## src/sv/usb_endpoint_transfer_segmenter_unit_macros.svh

```systemverilog
// Assertion macros for the endpoint transfer segmenter.
// Used by the top level; no other dependencies.
`ifndef USB_ENDPOINT_TRANSFER_SEGMENTER_UNIT_MACROS_SVH
`define USB_ENDPOINT_TRANSFER_SEGMENTER_UNIT_MACROS_SVH

// Clocked check, quiet while reset is asserted.
`define USB_ETS_ASSERT(label, clk, rstn, prop) \
    label: assert property (@(posedge clk) disable iff (!(rstn)) (prop)) \
        else $error("usb_ets: check failed");

// Clocked check that also holds during reset.
`define USB_ETS_ASSERT_ALWAYS(label, clk, prop) \
    label: assert property (@(posedge clk) (prop)) \
        else $error("usb_ets: check failed");

`endif

```

## src/sv/usb_ets_pkg.sv

```systemverilog
// Shared types, constants and helpers of the endpoint transfer segmenter.
// No dependencies.
`timescale 1ns / 1ps

package usb_ets_pkg;

    localparam int NUM_ENDPOINTS = 8;
    localparam int LEN_BITS      = 16;
    localparam int NREC          = 2 * NUM_ENDPOINTS;
    localparam int REC_BITS      = $clog2(NREC);
    localparam int EP_BITS       = 3;
    localparam int MPS_BITS      = 11;
    localparam int ADDR_BITS     = 32;
    localparam int FIELD_LEN_BITS = 16;
    localparam int EP_CMP_BITS   = 5;

    localparam logic [ADDR_BITS-1:0] ADDR_ALIGN_MASK = ADDR_BITS'(32'h03);
    localparam logic [1:0]           TYPE_BULK       = 2'd2;

    typedef enum logic [1:0] {
        MODE_OPEN  = 2'd0,
        MODE_START = 2'd1,
        MODE_DONE  = 2'd2,
        MODE_NONE  = 2'd3
    } mode_t;

    typedef enum logic [2:0] {
        STAT_OK        = 3'd0,
        STAT_NULL_BUF  = 3'd1,
        STAT_DISABLED  = 3'd2,
        STAT_MISALIGN  = 3'd3,
        STAT_BUSY      = 3'd4
    } status_t;

    typedef enum logic {
        S_IDLE = 1'b0,
        S_EXEC = 1'b1
    } state_t;

    typedef struct packed {
        mode_t                  mode;
        logic                   dir_in;
        logic [EP_BITS-1:0]     endpoint;
        logic [1:0]             ep_type;
        logic [MPS_BITS-1:0]    max_packet;
        logic [ADDR_BITS-1:0]   buffer_addr;
        logic [LEN_BITS-1:0]    len;
        logic [MPS_BITS-1:0]    received_count;
    } item_t;

    typedef struct packed {
        logic [MPS_BITS-1:0]    max_packet;
        logic [LEN_BITS-1:0]    remaining;
        logic [LEN_BITS-1:0]    done;
        logic [ADDR_BITS-1:0]   dma_addr;
    } rec_t;

    typedef struct packed {
        logic enabled;
        logic burst;
        logic armed;
    } flags_t;

    typedef struct packed {
        logic open_we;
        logic burst;
        logic armed_we;
        logic armed;
    } flag_upd_t;

    typedef struct packed {
        status_t                    status;
        logic                       armed;
        logic [FIELD_LEN_BITS-1:0]  packet_len;
        logic [ADDR_BITS-1:0]       dma_addr;
        logic                       complete;
        logic [FIELD_LEN_BITS-1:0]  done_len;
    } res_t;

    function automatic logic [LEN_BITS-1:0] len_min(input logic [LEN_BITS-1:0] a,
                                                     input logic [LEN_BITS-1:0] b);
        return (a < b) ? a : b;
    endfunction

endpackage

```

## src/sv/usb_ets_rec_ram.sv

```systemverilog
// Endpoint record memory: one write port, one registered read port.
// Depends on usb_ets_pkg for the record type and depth.
`timescale 1ns / 1ps

module usb_ets_rec_ram (
    input  logic                              aclk,
    input  logic                              rd_en,
    input  logic [usb_ets_pkg::REC_BITS-1:0]  rd_addr,
    output usb_ets_pkg::rec_t                 rd_data,
    input  logic                              wr_en,
    input  logic [usb_ets_pkg::REC_BITS-1:0]  wr_addr,
    input  usb_ets_pkg::rec_t                 wr_data
);
    import usb_ets_pkg::*;

    rec_t mem [NREC];
    rec_t rd_data_reg;

    always_ff @(posedge aclk) begin
        if (wr_en) begin
            mem[wr_addr] <= wr_data;
        end
    end

    always_ff @(posedge aclk) begin
        if (rd_en) begin
            rd_data_reg <= mem[rd_addr];
        end
    end

    assign rd_data = rd_data_reg;

endmodule

```

## src/sv/usb_ets_exec.sv

```systemverilog
// Record update for one item: checks, packet advance, result word.
// Depends on usb_ets_pkg.
`timescale 1ns / 1ps

module usb_ets_exec (
    input  usb_ets_pkg::item_t     item_i,
    input  usb_ets_pkg::flags_t    flags_i,
    input  usb_ets_pkg::rec_t      rec_i,
    output usb_ets_pkg::res_t      res_o,
    output usb_ets_pkg::rec_t      rec_o,
    output logic                   rec_we_o,
    output usb_ets_pkg::flag_upd_t upd_o
);
    import usb_ets_pkg::*;

    logic                ep_ok;
    logic [LEN_BITS-1:0] mps_l;
    logic [LEN_BITS-1:0] rc_l;
    logic [LEN_BITS-1:0] rem_new;
    logic [LEN_BITS-1:0] done_new;

    assign ep_ok = (item_i.endpoint != '0) &&
                   (EP_CMP_BITS'(item_i.endpoint) < EP_CMP_BITS'(NUM_ENDPOINTS));
    assign mps_l = LEN_BITS'(rec_i.max_packet);
    assign rc_l  = LEN_BITS'(item_i.received_count);

    always_comb begin
        res_o    = '0;
        rec_o    = rec_i;
        rec_we_o = 1'b0;
        upd_o    = '0;
        rem_new  = rec_i.remaining;
        done_new = rec_i.done;
        if (item_i.mode == MODE_NONE) begin
            res_o = '0;
        end else if (!ep_ok) begin
            res_o.status = STAT_DISABLED;
        end else begin
            unique case (item_i.mode)
                MODE_OPEN: begin
                    upd_o.open_we    = 1'b1;
                    upd_o.burst      = (item_i.ep_type == TYPE_BULK);
                    upd_o.armed_we   = 1'b1;
                    upd_o.armed      = 1'b0;
                    rec_o.max_packet = item_i.max_packet;
                    rec_we_o         = 1'b1;
                end
                MODE_START: begin
                    priority if (item_i.buffer_addr == '0 && item_i.len != '0) begin
                        res_o.status = STAT_NULL_BUF;
                    end else if (!flags_i.enabled) begin
                        res_o.status = STAT_DISABLED;
                    end else if ((item_i.buffer_addr & ADDR_ALIGN_MASK) != '0) begin
                        res_o.status = STAT_MISALIGN;
                    end else if (item_i.dir_in && flags_i.armed) begin
                        res_o.status = STAT_BUSY;
                    end else begin
                        rec_o.remaining  = item_i.len;
                        rec_o.done       = '0;
                        rec_o.dma_addr   = item_i.buffer_addr;
                        rec_we_o         = 1'b1;
                        upd_o.armed_we   = 1'b1;
                        upd_o.armed      = 1'b1;
                        res_o.armed      = 1'b1;
                        res_o.packet_len = FIELD_LEN_BITS'(flags_i.burst ? item_i.len :
                                               len_min(item_i.len, mps_l));
                        res_o.dma_addr   = item_i.buffer_addr;
                    end
                end
                MODE_DONE: begin
                    if (!flags_i.enabled) begin
                        res_o.status = STAT_DISABLED;
                    end else if (flags_i.armed) begin
                        upd_o.armed_we = 1'b1;
                        upd_o.armed    = 1'b0;
                        if (flags_i.burst) begin
                            res_o.complete = 1'b1;
                            res_o.done_len = item_i.dir_in ?
                                FIELD_LEN_BITS'(rec_i.remaining) : FIELD_LEN_BITS'(rc_l);
                        end else if (item_i.dir_in) begin
                            rec_we_o = 1'b1;
                            if (rec_i.remaining > mps_l) begin
                                rem_new          = rec_i.remaining - mps_l;
                                rec_o.remaining  = rem_new;
                                rec_o.done       = rec_i.done + mps_l;
                                rec_o.dma_addr   = rec_i.dma_addr +
                                                   ADDR_BITS'(rec_i.max_packet);
                                upd_o.armed      = 1'b1;
                                res_o.armed      = 1'b1;
                                res_o.packet_len = FIELD_LEN_BITS'(len_min(rem_new, mps_l));
                                res_o.dma_addr   = rec_o.dma_addr;
                            end else begin
                                done_new        = rec_i.done + rec_i.remaining;
                                rec_o.done      = done_new;
                                rec_o.remaining = '0;
                                res_o.complete  = 1'b1;
                                res_o.done_len  = FIELD_LEN_BITS'(done_new);
                            end
                        end else begin
                            rec_we_o        = 1'b1;
                            done_new        = rec_i.done + rc_l;
                            rem_new         = (rec_i.remaining > rc_l) ?
                                              (rec_i.remaining - rc_l) : '0;
                            rec_o.done      = done_new;
                            rec_o.remaining = rem_new;
                            if (rc_l < mps_l || rem_new == '0) begin
                                res_o.complete = 1'b1;
                                res_o.done_len = FIELD_LEN_BITS'(done_new);
                            end else begin
                                rec_o.dma_addr   = rec_i.dma_addr +
                                                   ADDR_BITS'(rec_i.max_packet);
                                upd_o.armed      = 1'b1;
                                res_o.armed      = 1'b1;
                                res_o.packet_len = FIELD_LEN_BITS'(len_min(rem_new, mps_l));
                                res_o.dma_addr   = rec_o.dma_addr;
                            end
                        end
                    end
                end
                MODE_NONE: begin
                    res_o = '0;
                end
            endcase
        end
    end

endmodule

```

## src/sv/usb_endpoint_transfer_segmenter_unit.sv

```systemverilog
// Top level of the USB endpoint transfer segmenter.
// Depends on usb_ets_pkg, usb_ets_rec_ram, usb_ets_exec and the macros header.
//
//   channel | prefix | direction | word carries
//   --------+--------+-----------+------------------------------------------
//   command | s_     | in        | mode, direction, endpoint, open/start args
//   result  | m_     | out       | status, armed packet, completion
//
// Steps: the endpoint record is read from the record RAM (registered read port)
//   as the word is accepted in S_IDLE, then updated and written back in S_EXEC.
// Stalls: a result held in the output register by m_ready low holds the
//   update cycle; the next word is taken only after the write-back.
// Reset: aresetn clears the enabled, burst and armed flags; the record RAM is
//   not cleared and needs no clearing pass.
`timescale 1ns / 1ps
`include "usb_endpoint_transfer_segmenter_unit_macros.svh"

module usb_endpoint_transfer_segmenter_unit (
    input  logic                                   aclk,
    input  logic                                   aresetn,
    input  logic                                   s_valid,
    output logic                                   s_ready,
    input  logic [1:0]                             s_mode,
    input  logic                                   s_dir_in,
    input  logic [usb_ets_pkg::EP_BITS-1:0]        s_endpoint,
    input  logic [1:0]                             s_ep_type,
    input  logic [usb_ets_pkg::MPS_BITS-1:0]       s_max_packet,
    input  logic [usb_ets_pkg::ADDR_BITS-1:0]      s_buffer_addr,
    input  logic [usb_ets_pkg::FIELD_LEN_BITS-1:0] s_length,
    input  logic [usb_ets_pkg::MPS_BITS-1:0]       s_received_count,
    output logic                                   m_valid,
    input  logic                                   m_ready,
    output logic [2:0]                             m_status,
    output logic                                   m_armed,
    output logic [usb_ets_pkg::FIELD_LEN_BITS-1:0] m_packet_len,
    output logic [usb_ets_pkg::ADDR_BITS-1:0]      m_dma_addr,
    output logic                                   m_complete,
    output logic [usb_ets_pkg::FIELD_LEN_BITS-1:0] m_done_len
);
    import usb_ets_pkg::*;

    state_t              state_reg;
    state_t              state_next;
    logic                s_accept;
    logic                exec_fire;
    logic [REC_BITS-1:0] s_index;
    logic [REC_BITS-1:0] k_reg;
    item_t               item_reg;
    logic [NREC-1:0]     en_reg;
    logic [NREC-1:0]     burst_reg;
    logic [NREC-1:0]     armed_reg;
    flags_t              flags;
    rec_t                rec_rd;
    rec_t                rec_wr;
    logic                rec_we;
    flag_upd_t           upd;
    res_t                res;
    res_t                res_reg;
    logic                m_valid_reg;
    logic                m_valid_next;

    // Record index: direction selects the upper half of the table.
    assign s_index = REC_BITS'(32'(s_dir_in) * NUM_ENDPOINTS + 32'(s_endpoint));

    // Next-state logic: read cycle, then update once the result register frees up.
    always_comb begin
        state_next = state_reg;
        unique case (state_reg)
            S_IDLE: begin
                if (s_valid) begin
                    state_next = S_EXEC;
                end
            end
            S_EXEC: begin
                if (!m_valid_reg || m_ready) begin
                    state_next = S_IDLE;
                end
            end
        endcase
    end

    // Output logic of the sequencer.
    always_comb begin
        s_ready   = 1'b0;
        exec_fire = 1'b0;
        unique case (state_reg)
            S_IDLE: s_ready   = 1'b1;
            S_EXEC: exec_fire = !m_valid_reg || m_ready;
        endcase
    end

    assign s_accept = s_valid && s_ready;

    always_ff @(posedge aclk) begin
        if (!aresetn) begin
            state_reg <= S_IDLE;
        end else begin
            state_reg <= state_next;
        end
    end

    // Hold the accepted word and its record index for the update cycle.
    always_ff @(posedge aclk) begin
        if (s_accept) begin
            item_reg.mode           <= mode_t'(s_mode);
            item_reg.dir_in         <= s_dir_in;
            item_reg.endpoint       <= s_endpoint;
            item_reg.ep_type        <= s_ep_type;
            item_reg.max_packet     <= s_max_packet;
            item_reg.buffer_addr    <= s_buffer_addr;
            item_reg.len            <= LEN_BITS'(s_length);
            item_reg.received_count <= s_received_count;
            k_reg                   <= s_index;
        end
    end

    // The write-back lands before the next read can be issued,
    // so a back-to-back access to the same record always sees fresh data.
    usb_ets_rec_ram u_rec_ram (
        .aclk    (aclk),
        .rd_en   (s_accept),
        .rd_addr (s_index),
        .rd_data (rec_rd),
        .wr_en   (exec_fire && rec_we),
        .wr_addr (k_reg),
        .wr_data (rec_wr)
    );

    assign flags.enabled = en_reg[k_reg];
    assign flags.burst   = burst_reg[k_reg];
    assign flags.armed   = armed_reg[k_reg];

    usb_ets_exec u_exec (
        .item_i   (item_reg),
        .flags_i  (flags),
        .rec_i    (rec_rd),
        .res_o    (res),
        .rec_o    (rec_wr),
        .rec_we_o (rec_we),
        .upd_o    (upd)
    );

    // Per-record flags live in flops so reset clears them at once.
    always_ff @(posedge aclk) begin
        if (!aresetn) begin
            en_reg    <= '0;
            burst_reg <= '0;
            armed_reg <= '0;
        end else if (exec_fire) begin
            if (upd.open_we) begin
                en_reg[k_reg]    <= 1'b1;
                burst_reg[k_reg] <= upd.burst;
            end
            if (upd.armed_we) begin
                armed_reg[k_reg] <= upd.armed;
            end
        end
    end

    // Result register: load on update, drop once taken.
    always_comb begin
        m_valid_next = m_valid_reg;
        if (exec_fire) begin
            m_valid_next = 1'b1;
        end else if (m_ready) begin
            m_valid_next = 1'b0;
        end
    end

    always_ff @(posedge aclk) begin
        if (!aresetn) begin
            m_valid_reg <= 1'b0;
        end else begin
            m_valid_reg <= m_valid_next;
        end
    end

    always_ff @(posedge aclk) begin
        if (exec_fire) begin
            res_reg <= res;
        end
    end

    assign m_valid      = m_valid_reg;
    assign m_status     = res_reg.status;
    assign m_armed      = res_reg.armed;
    assign m_packet_len = res_reg.packet_len;
    assign m_dma_addr   = res_reg.dma_addr;
    assign m_complete   = res_reg.complete;
    assign m_done_len   = res_reg.done_len;

    // A record can only be armed after it has been opened.
    `USB_ETS_ASSERT(a_armed_needs_enable, aclk, aresetn, (armed_reg & ~en_reg) == '0)
    // Every update cycle leaves a result waiting.
    `USB_ETS_ASSERT(a_fire_loads_result, aclk, aresetn, exec_fire |=> m_valid)
    // A pending result that is not taken holds the update cycle.
    `USB_ETS_ASSERT(a_stall_holds_exec, aclk, aresetn, (state_reg == S_EXEC && m_valid_reg && !m_ready) |=> state_reg == S_EXEC)
    // An armed packet is only reported with good status and no completion.
    `USB_ETS_ASSERT(a_armed_result_ok, aclk, aresetn, (m_valid && m_armed) |-> (m_status == STAT_OK && !m_complete))

endmodule

```

## config.mk

```make
export PLATFORM = sky130hd
export DESIGN_NAME = usb_endpoint_transfer_segmenter_unit
export DESIGN_NICKNAME = d
export VERILOG_FILES = /design/src/sv/usb_ets_pkg.sv /design/src/sv/usb_ets_rec_ram.sv /design/src/sv/usb_ets_exec.sv /design/src/sv/usb_endpoint_transfer_segmenter_unit.sv
export VERILOG_INCLUDE_DIRS = /design/src /design/src/sv
export SDC_FILE = /design/constraint.sdc
export NUM_CORES = 2
export LEC_CHECK = 0
export ABC_CLOCK_PERIOD_IN_PS = 19750
export BUFFER_PORTS_ARGS = -buffer_cell sky130_fd_sc_hd__buf_2
export CAP_MARGIN = 20
export CORE_MARGIN = 2
export CORE_UTILIZATION = 42
export DETAILED_ROUTE_END_ITERATION = 10
export SYNTH_ARGS = -nofsm -noshare
export SYNTH_HDL_FRONTEND = slang
export SYNTH_SLANG_ARGS = --single-unit
```

## constraint.sdc

```tcl
create_clock -name aclk -period 19.75 [get_ports aclk]
set_clock_uncertainty 0.1 [all_clocks]
set_input_delay 1.975 -clock aclk [delete_from_list [all_inputs] [get_ports aclk]]
set_output_delay 1.975 -clock aclk [all_outputs]
set_load 0.02 [all_outputs]
```

## Yosys cells after proc, flatten, opt, wreduce, memory -nomap -nowiden

Memory sizes are Yosys's and may differ from the RTL's. A register that Yosys moved wholly into a read port is not among the register bits.
Index checks and enable logic that the tools add are counted.

| storage, ports and cells | value |
|---|---|
| flip-flop bits (word level) | 201 |
| latch bits | 0 |
| RAM bits | 1,200 |
| bits in read-only memories | 0 |
| memories | 1 |

Memory list:

| memory | depth | width | rd ports | clocked after Yosys merged registers in | wr ports | RTL line | source |
|---|---|---|---|---|---|---|---|
| u_rec_ram.mem | 16 | 75 | 1 | 1 | 1 | usb_ets_rec_ram.sv:16 | `rec_t mem [NREC];` |

| cells by class | value |
|---|---|
| $add $sub $neg | 7 |
| $mul | 0 |
| divide/modulo/power cells | 0 |
| order comparisons | 8 |
| eq/ne operators | 4 |
| shifts and indexed selects | 0 |
| multiplexer cells | 84 |
| bitwise operators | 6 |
| reductions and logical operators | 19 |

Operator list:

| cell | count |
|---|---|
| $mux W64 | 8 |
| $mux W49 | 7 |
| $mux W66 | 3 |
| $mux W75 | 2 |
| $pmux W64 S2 | 1 |
| $pmux W52 S2 | 1 |
| $mux W16 | 6 |
| $mux W32 | 3 |
| $mux W17 | 3 |
| $lt A16 B11 Y1 | 3 |
| $add A16 B11 Y16 | 2 |
| $add A32 B11 Y32 | 1 |
| $bwmux W16 | 2 |
| $gt A16 B11 Y1 | 2 |
| $logic_not A32 Y1 | 1 |
| $reduce_bool A32 Y1 | 1 |
| $sub A16 B11 Y16 | 2 |
| $mux W1 | 25 |
| $mux W2 | 9 |
| $add A16 B16 Y16 | 1 |
| $logic_not A16 Y1 | 1 |
| $or A16 B16 Y16 | 1 |
| $reduce_bool A16 Y1 | 1 |
| $bmux W1 S4 | 3 |
| 23 further kinds | 39 |

## Logic depth before layout (Yosys ltp)

| logic depth | value |
|---|---|
| depth in word-level cells | 13 |
| mapped depth | 21 |

## Hierarchy

From an unflattened synthesis, not the netlist that was laid out.

| unflattened totals | value |
|---|---|
| cell total of the unflattened synthesis | 3,648 |
| area, all modules | 63,081.8 um2 |

By module, submodules not included:

| module | instances | cells each | area each (um2) | seq. area each (um2) |
|---|---|---|---|---|
| usb_ets_rec_ram | 1 | 1,926 | 47,068.9 | 38,286.7 |
| usb_ets_exec | 1 | 1,344 | 8,879.8 | 0.0 |
| usb_endpoint_transfer_segmenter_unit | 1 | 378 | 7,133.1 | 5,415.2 |

## Least setup slack after synthesis

No wires, ideal clock.

| timing | value |
|---|---|
| kind | input -> register |
| from | in s_valid |
| to | reg item_reg[0] (netlist name), enable pin |
| arrival time | 8.591 ns |
| setup slack | 10.373 ns |
| stages | 1 |
| cell sequence | nor2b_1 |

| between the ends | value |
|---|---|
| word-level cells in the longest chain between the ends | 1 |

Ends and longest elaborated chain:

| what | RTL line | source |
|---|---|---|
| start: declaration | usb_endpoint_transfer_segmenter_unit.sv:21 | `input logic s_valid,` |
| $logic_and A1 B1 Y1 | usb_endpoint_transfer_segmenter_unit.sv:92 | `assign s_accept = s_valid && s_ready;` |
| end: declaration | usb_endpoint_transfer_segmenter_unit.sv:48 | `item_t item_reg;` |

Every way passes these cells.
A chain may end at the register's enable or synchronous reset.

==> results.py <==
metrics = {
    "floorplanning": {
        "initial_core_util": 0.4237,
        "io_pins": 153,
        "die-area_sq_um": 152300,
        "die_width_microns": 390.2,
        "std_cell_rows": 141,
        "core_sq_um": 147800,
        "die_h_microns": 390.2,
    },
    "pwr": {
        "p_leak_nw": 23.69,
        "clock_power_share": 0.392,
        "switchingPower_mw": 1.727,
        "p_sw_frac": 0.2414,
        "power.density_nw_per_um2": 99.70,
        "intPower_mw": 5.426,
        "combPwrFrac": 0.101,
        "pwr-share-seq": 0.507,
        "peakVddDrop_v": 0.00008541,
    },
    "worst_setup_path": {
        "crit_arrival_ns": 6.28,
        "end_kind": "register",
        "worstPathRequired_ns": 20.15,
        "start_kind": "register",
        "crit_type": "register to register",
        "crit_fanout": 16,
    },
    "final_layout": {
        "final_cell_mix": "edfxtp_1, mux4_2, nand2_1",
        "final_common_cell": "edfxtp_1",
        "drive_gt1_frac": 0.2338,
        "nets": 4100,
        "stdcell_count": 5956,
        "syn_to_final_growth_pct": 14.54,
        "largest_reg_flops": 1200,
    },
    "timing": {
        "setup_viol": 0,
        "max_slew.worst_pin.slew_ns": 1.138,
        "timing.fmax_mhz": 169.9,
        "final_hold_viol_count": 0,
        "report.final.slew_viol_count": 0,
        "setup-tns-final_ns": 0,
        "relSlewSlack": 0.2413,
        "post-route-min-period_ns": 5.885,
        "timing.final.crit_share": 0.2980,
        "rsz0062_at_grt": "false",
    },
    "logic_synthesis": {
        "async_flop_share": 0,
        "syn_inst": 3490,
        "ys_types": 99,
        "synth_area_leaders": "edfxtp_1, mux4_2, ha_1",
        "synth_top_area_cell": "edfxtp_1",
        "ys_seq_area_frac": 0.6976,
        "yosys_warnings": 0,
        "syn_area_sq_um": 62640,
        "syn_avg_cell_area_sq_um": 17.95,
        "synth_top_area_frac": 0.6817,
        "ys_seq_elements": 1472,
        "synth_edf_count": 1422,
        "synth_flop_cell": "edfxtp_1",
    },
    "global_routing": {
        "grt_overflow": 0,
        "grt_usage": 0.2317,
        "grt_pass1_wl_mm": 252.0,
        "grt_max_degree": 108,
        "grt_pass1_vias": 34870,
        "antenna_found_initial": 9,
    },
    "cts": {
        "post_cts_buffers": 0,
        "numCtsBuffers": 152,
        "insertion_delay_ns": 0.82,
        "htree_num_levels": 4,
        "path_clk_slew_ns": 0.06,
        "cts_resized": 0,
        "numClockSinks": 1472,
        "hold_buffers": 0,
        "cts_tree": "yes",
        "cts_root_buf": "clkbuf_16",
        "cts_buffer_depth": 3,
    },
    "run_status": {
        "status": "finished clean",
    },
    "drt": {
        "routed-via-count": 35440,
        "route.detailed.drc": 0,
        "first_iter_violations": 4168,
        "ant_nets": 0,
        "first_pass_iters": 5,
        "via_per_inst": 5.950,
        "wl_per_cell_microns": 29.60,
        "wirelength_mm": 176.3,
    },
    "placement": {
        "dp.cells": 5659,
        "port_buffers": 152,
        "hpwlAfterDp_mm": 108.8,
        "place_congestion": 0.9584,
    },
    "job": {
        "max-cap-violations": 0,
    },
    "min_path": {
        "hp-class": "register to register",
    },
}
-- per-stage QoR --
stage / hold slack, ns / setup WS [ns] / total power, mW / utilization / area, sq um
after floorplan: 0.3249 / 10.37 / 4.136 / - / 63200
after global placement: 0.3395 / 13.94 / 4.391 / 0.4513 / 66710
after detailed placement: 0.3417 / 13.83 / 4.397 / 0.4515 / 66750
after CTS: 0.3594 / 13.80 / 7.194 / 0.4844 / 71610
after global routing: 0.3886 / 13.66 / 7.391 / 0.4853 / 71750
final: 0.3596 / 13.86 / 7.153 / 0.4853 / 71750
-- metal layers --
| metal | track usage | share of wire | vias to the layer above |
|---|---|---|---|
| met1 | 0.3272 | 0.42 | 18550 |
| met3 | 0.05129 | 0.086 | 291 |
| met4 | 0.07329 | 0.029 | 4 |
| met5 | 0 | 0.00012 | - |
| met2 | 0.3597 | 0.46 | 1623 |
| li1 | - | - | 14970 |
-- critical path, cell delays in order, from the launching register on --
cell      delay, ns
edfxtp_1       0.69
inv_1          0.43
fa_1           0.59
a21o_1         0.22
a221oi_1       0.56
a211o_1        0.27
a31oi_1        0.12
nand2b_1       0.52
nand2_1        0.58
o31ai_2        0.15
buf_4          0.23
a21oi_1        0.38
o21ai_0        0.18
nand3_1        0.53
-- layout make-up --
| class | count | area (sq um) |
|---|---|---|
| Fill cell | 12350 | 76090 |
| Sequential cell | 1472 | 43700 |
| Multi-Input combinational cell | 1933 | 18720 |
| Clock buffer | 199 | 4033 |
| Tap cell | 1930 | 2415 |
| Timing Repair Buffer | 282 | 1846 |
| Clock inverter | 83 | 824.5 |
| Inverter | 56 | 210.2 |
| Antenna cell | 1 | 2.502 |
-- kinds of logic after synthesis --
kind of cell / after synthesis / synth area share
and+or+nand+nor: 570 / 0.04258
xor gates and xnor gates: 78 / 0.01091
DFF: 1472 / 0.6976
muxes: 432 / 0.1467
AOI/OAI and AO/OA: 582 / 0.06226
adders and majority gates: 121 / 0.02489
other: 1 / 0.00005986
buffers and inverters: 234 / 0.01498
-- worst paths after layout --
path                            slack, ns                    to  cells past startpoint                  start
worst min-delay path                 0.36             en_reg[0]                      1              en_reg[0]
worst max register to register      13.86  u_rec_ram.mem[10][5]                     13  u_rec_ram.rd_data[65]
worst min register to register       0.36             en_reg[0]                      1              en_reg[0]
worst max-delay path                13.86  u_rec_ram.mem[10][5]                     13  u_rec_ram.rd_data[65]
-- synthesized netlist by cell type (all sizes together), types with 16 or more instances --
| master | instances |
|---|---|
| buf | 62 |
| dfxtp | 50 |
| edfxtp | 1422 |
| inv | 56 |
| clkbuf | 116 |
| a22oi | 48 |
| a31oi | 24 |
| nand3 | 47 |
| a21oi | 109 |
| nor3 | 41 |
| xor2 | 25 |
| mux4 | 387 |
| a21boi | 18 |
| o21a | 29 |
| and2 | 16 |
| xnor2 | 53 |
| mux2i | 30 |
| o211ai | 27 |
| ha | 115 |
| o21ai | 164 |
| a21o | 31 |
| nand2 | 186 |
| a211oi | 19 |
| nor2b | 16 |
| nand2b | 17 |
| nor2 | 165 |
| and3 | 18 |
-- power by group through the flow --
stage,sequential [mW],clock [mW],combinational [mW]
floorplan,3.67,0,0.468
detailed placement,3.69,0,0.705
global route,3.63,2.98,0.780
finish,3.63,2.81,0.720
global placement,3.69,0,0.700
CTS,3.63,2.86,0.709
Power figures use the tool's default switching activity.
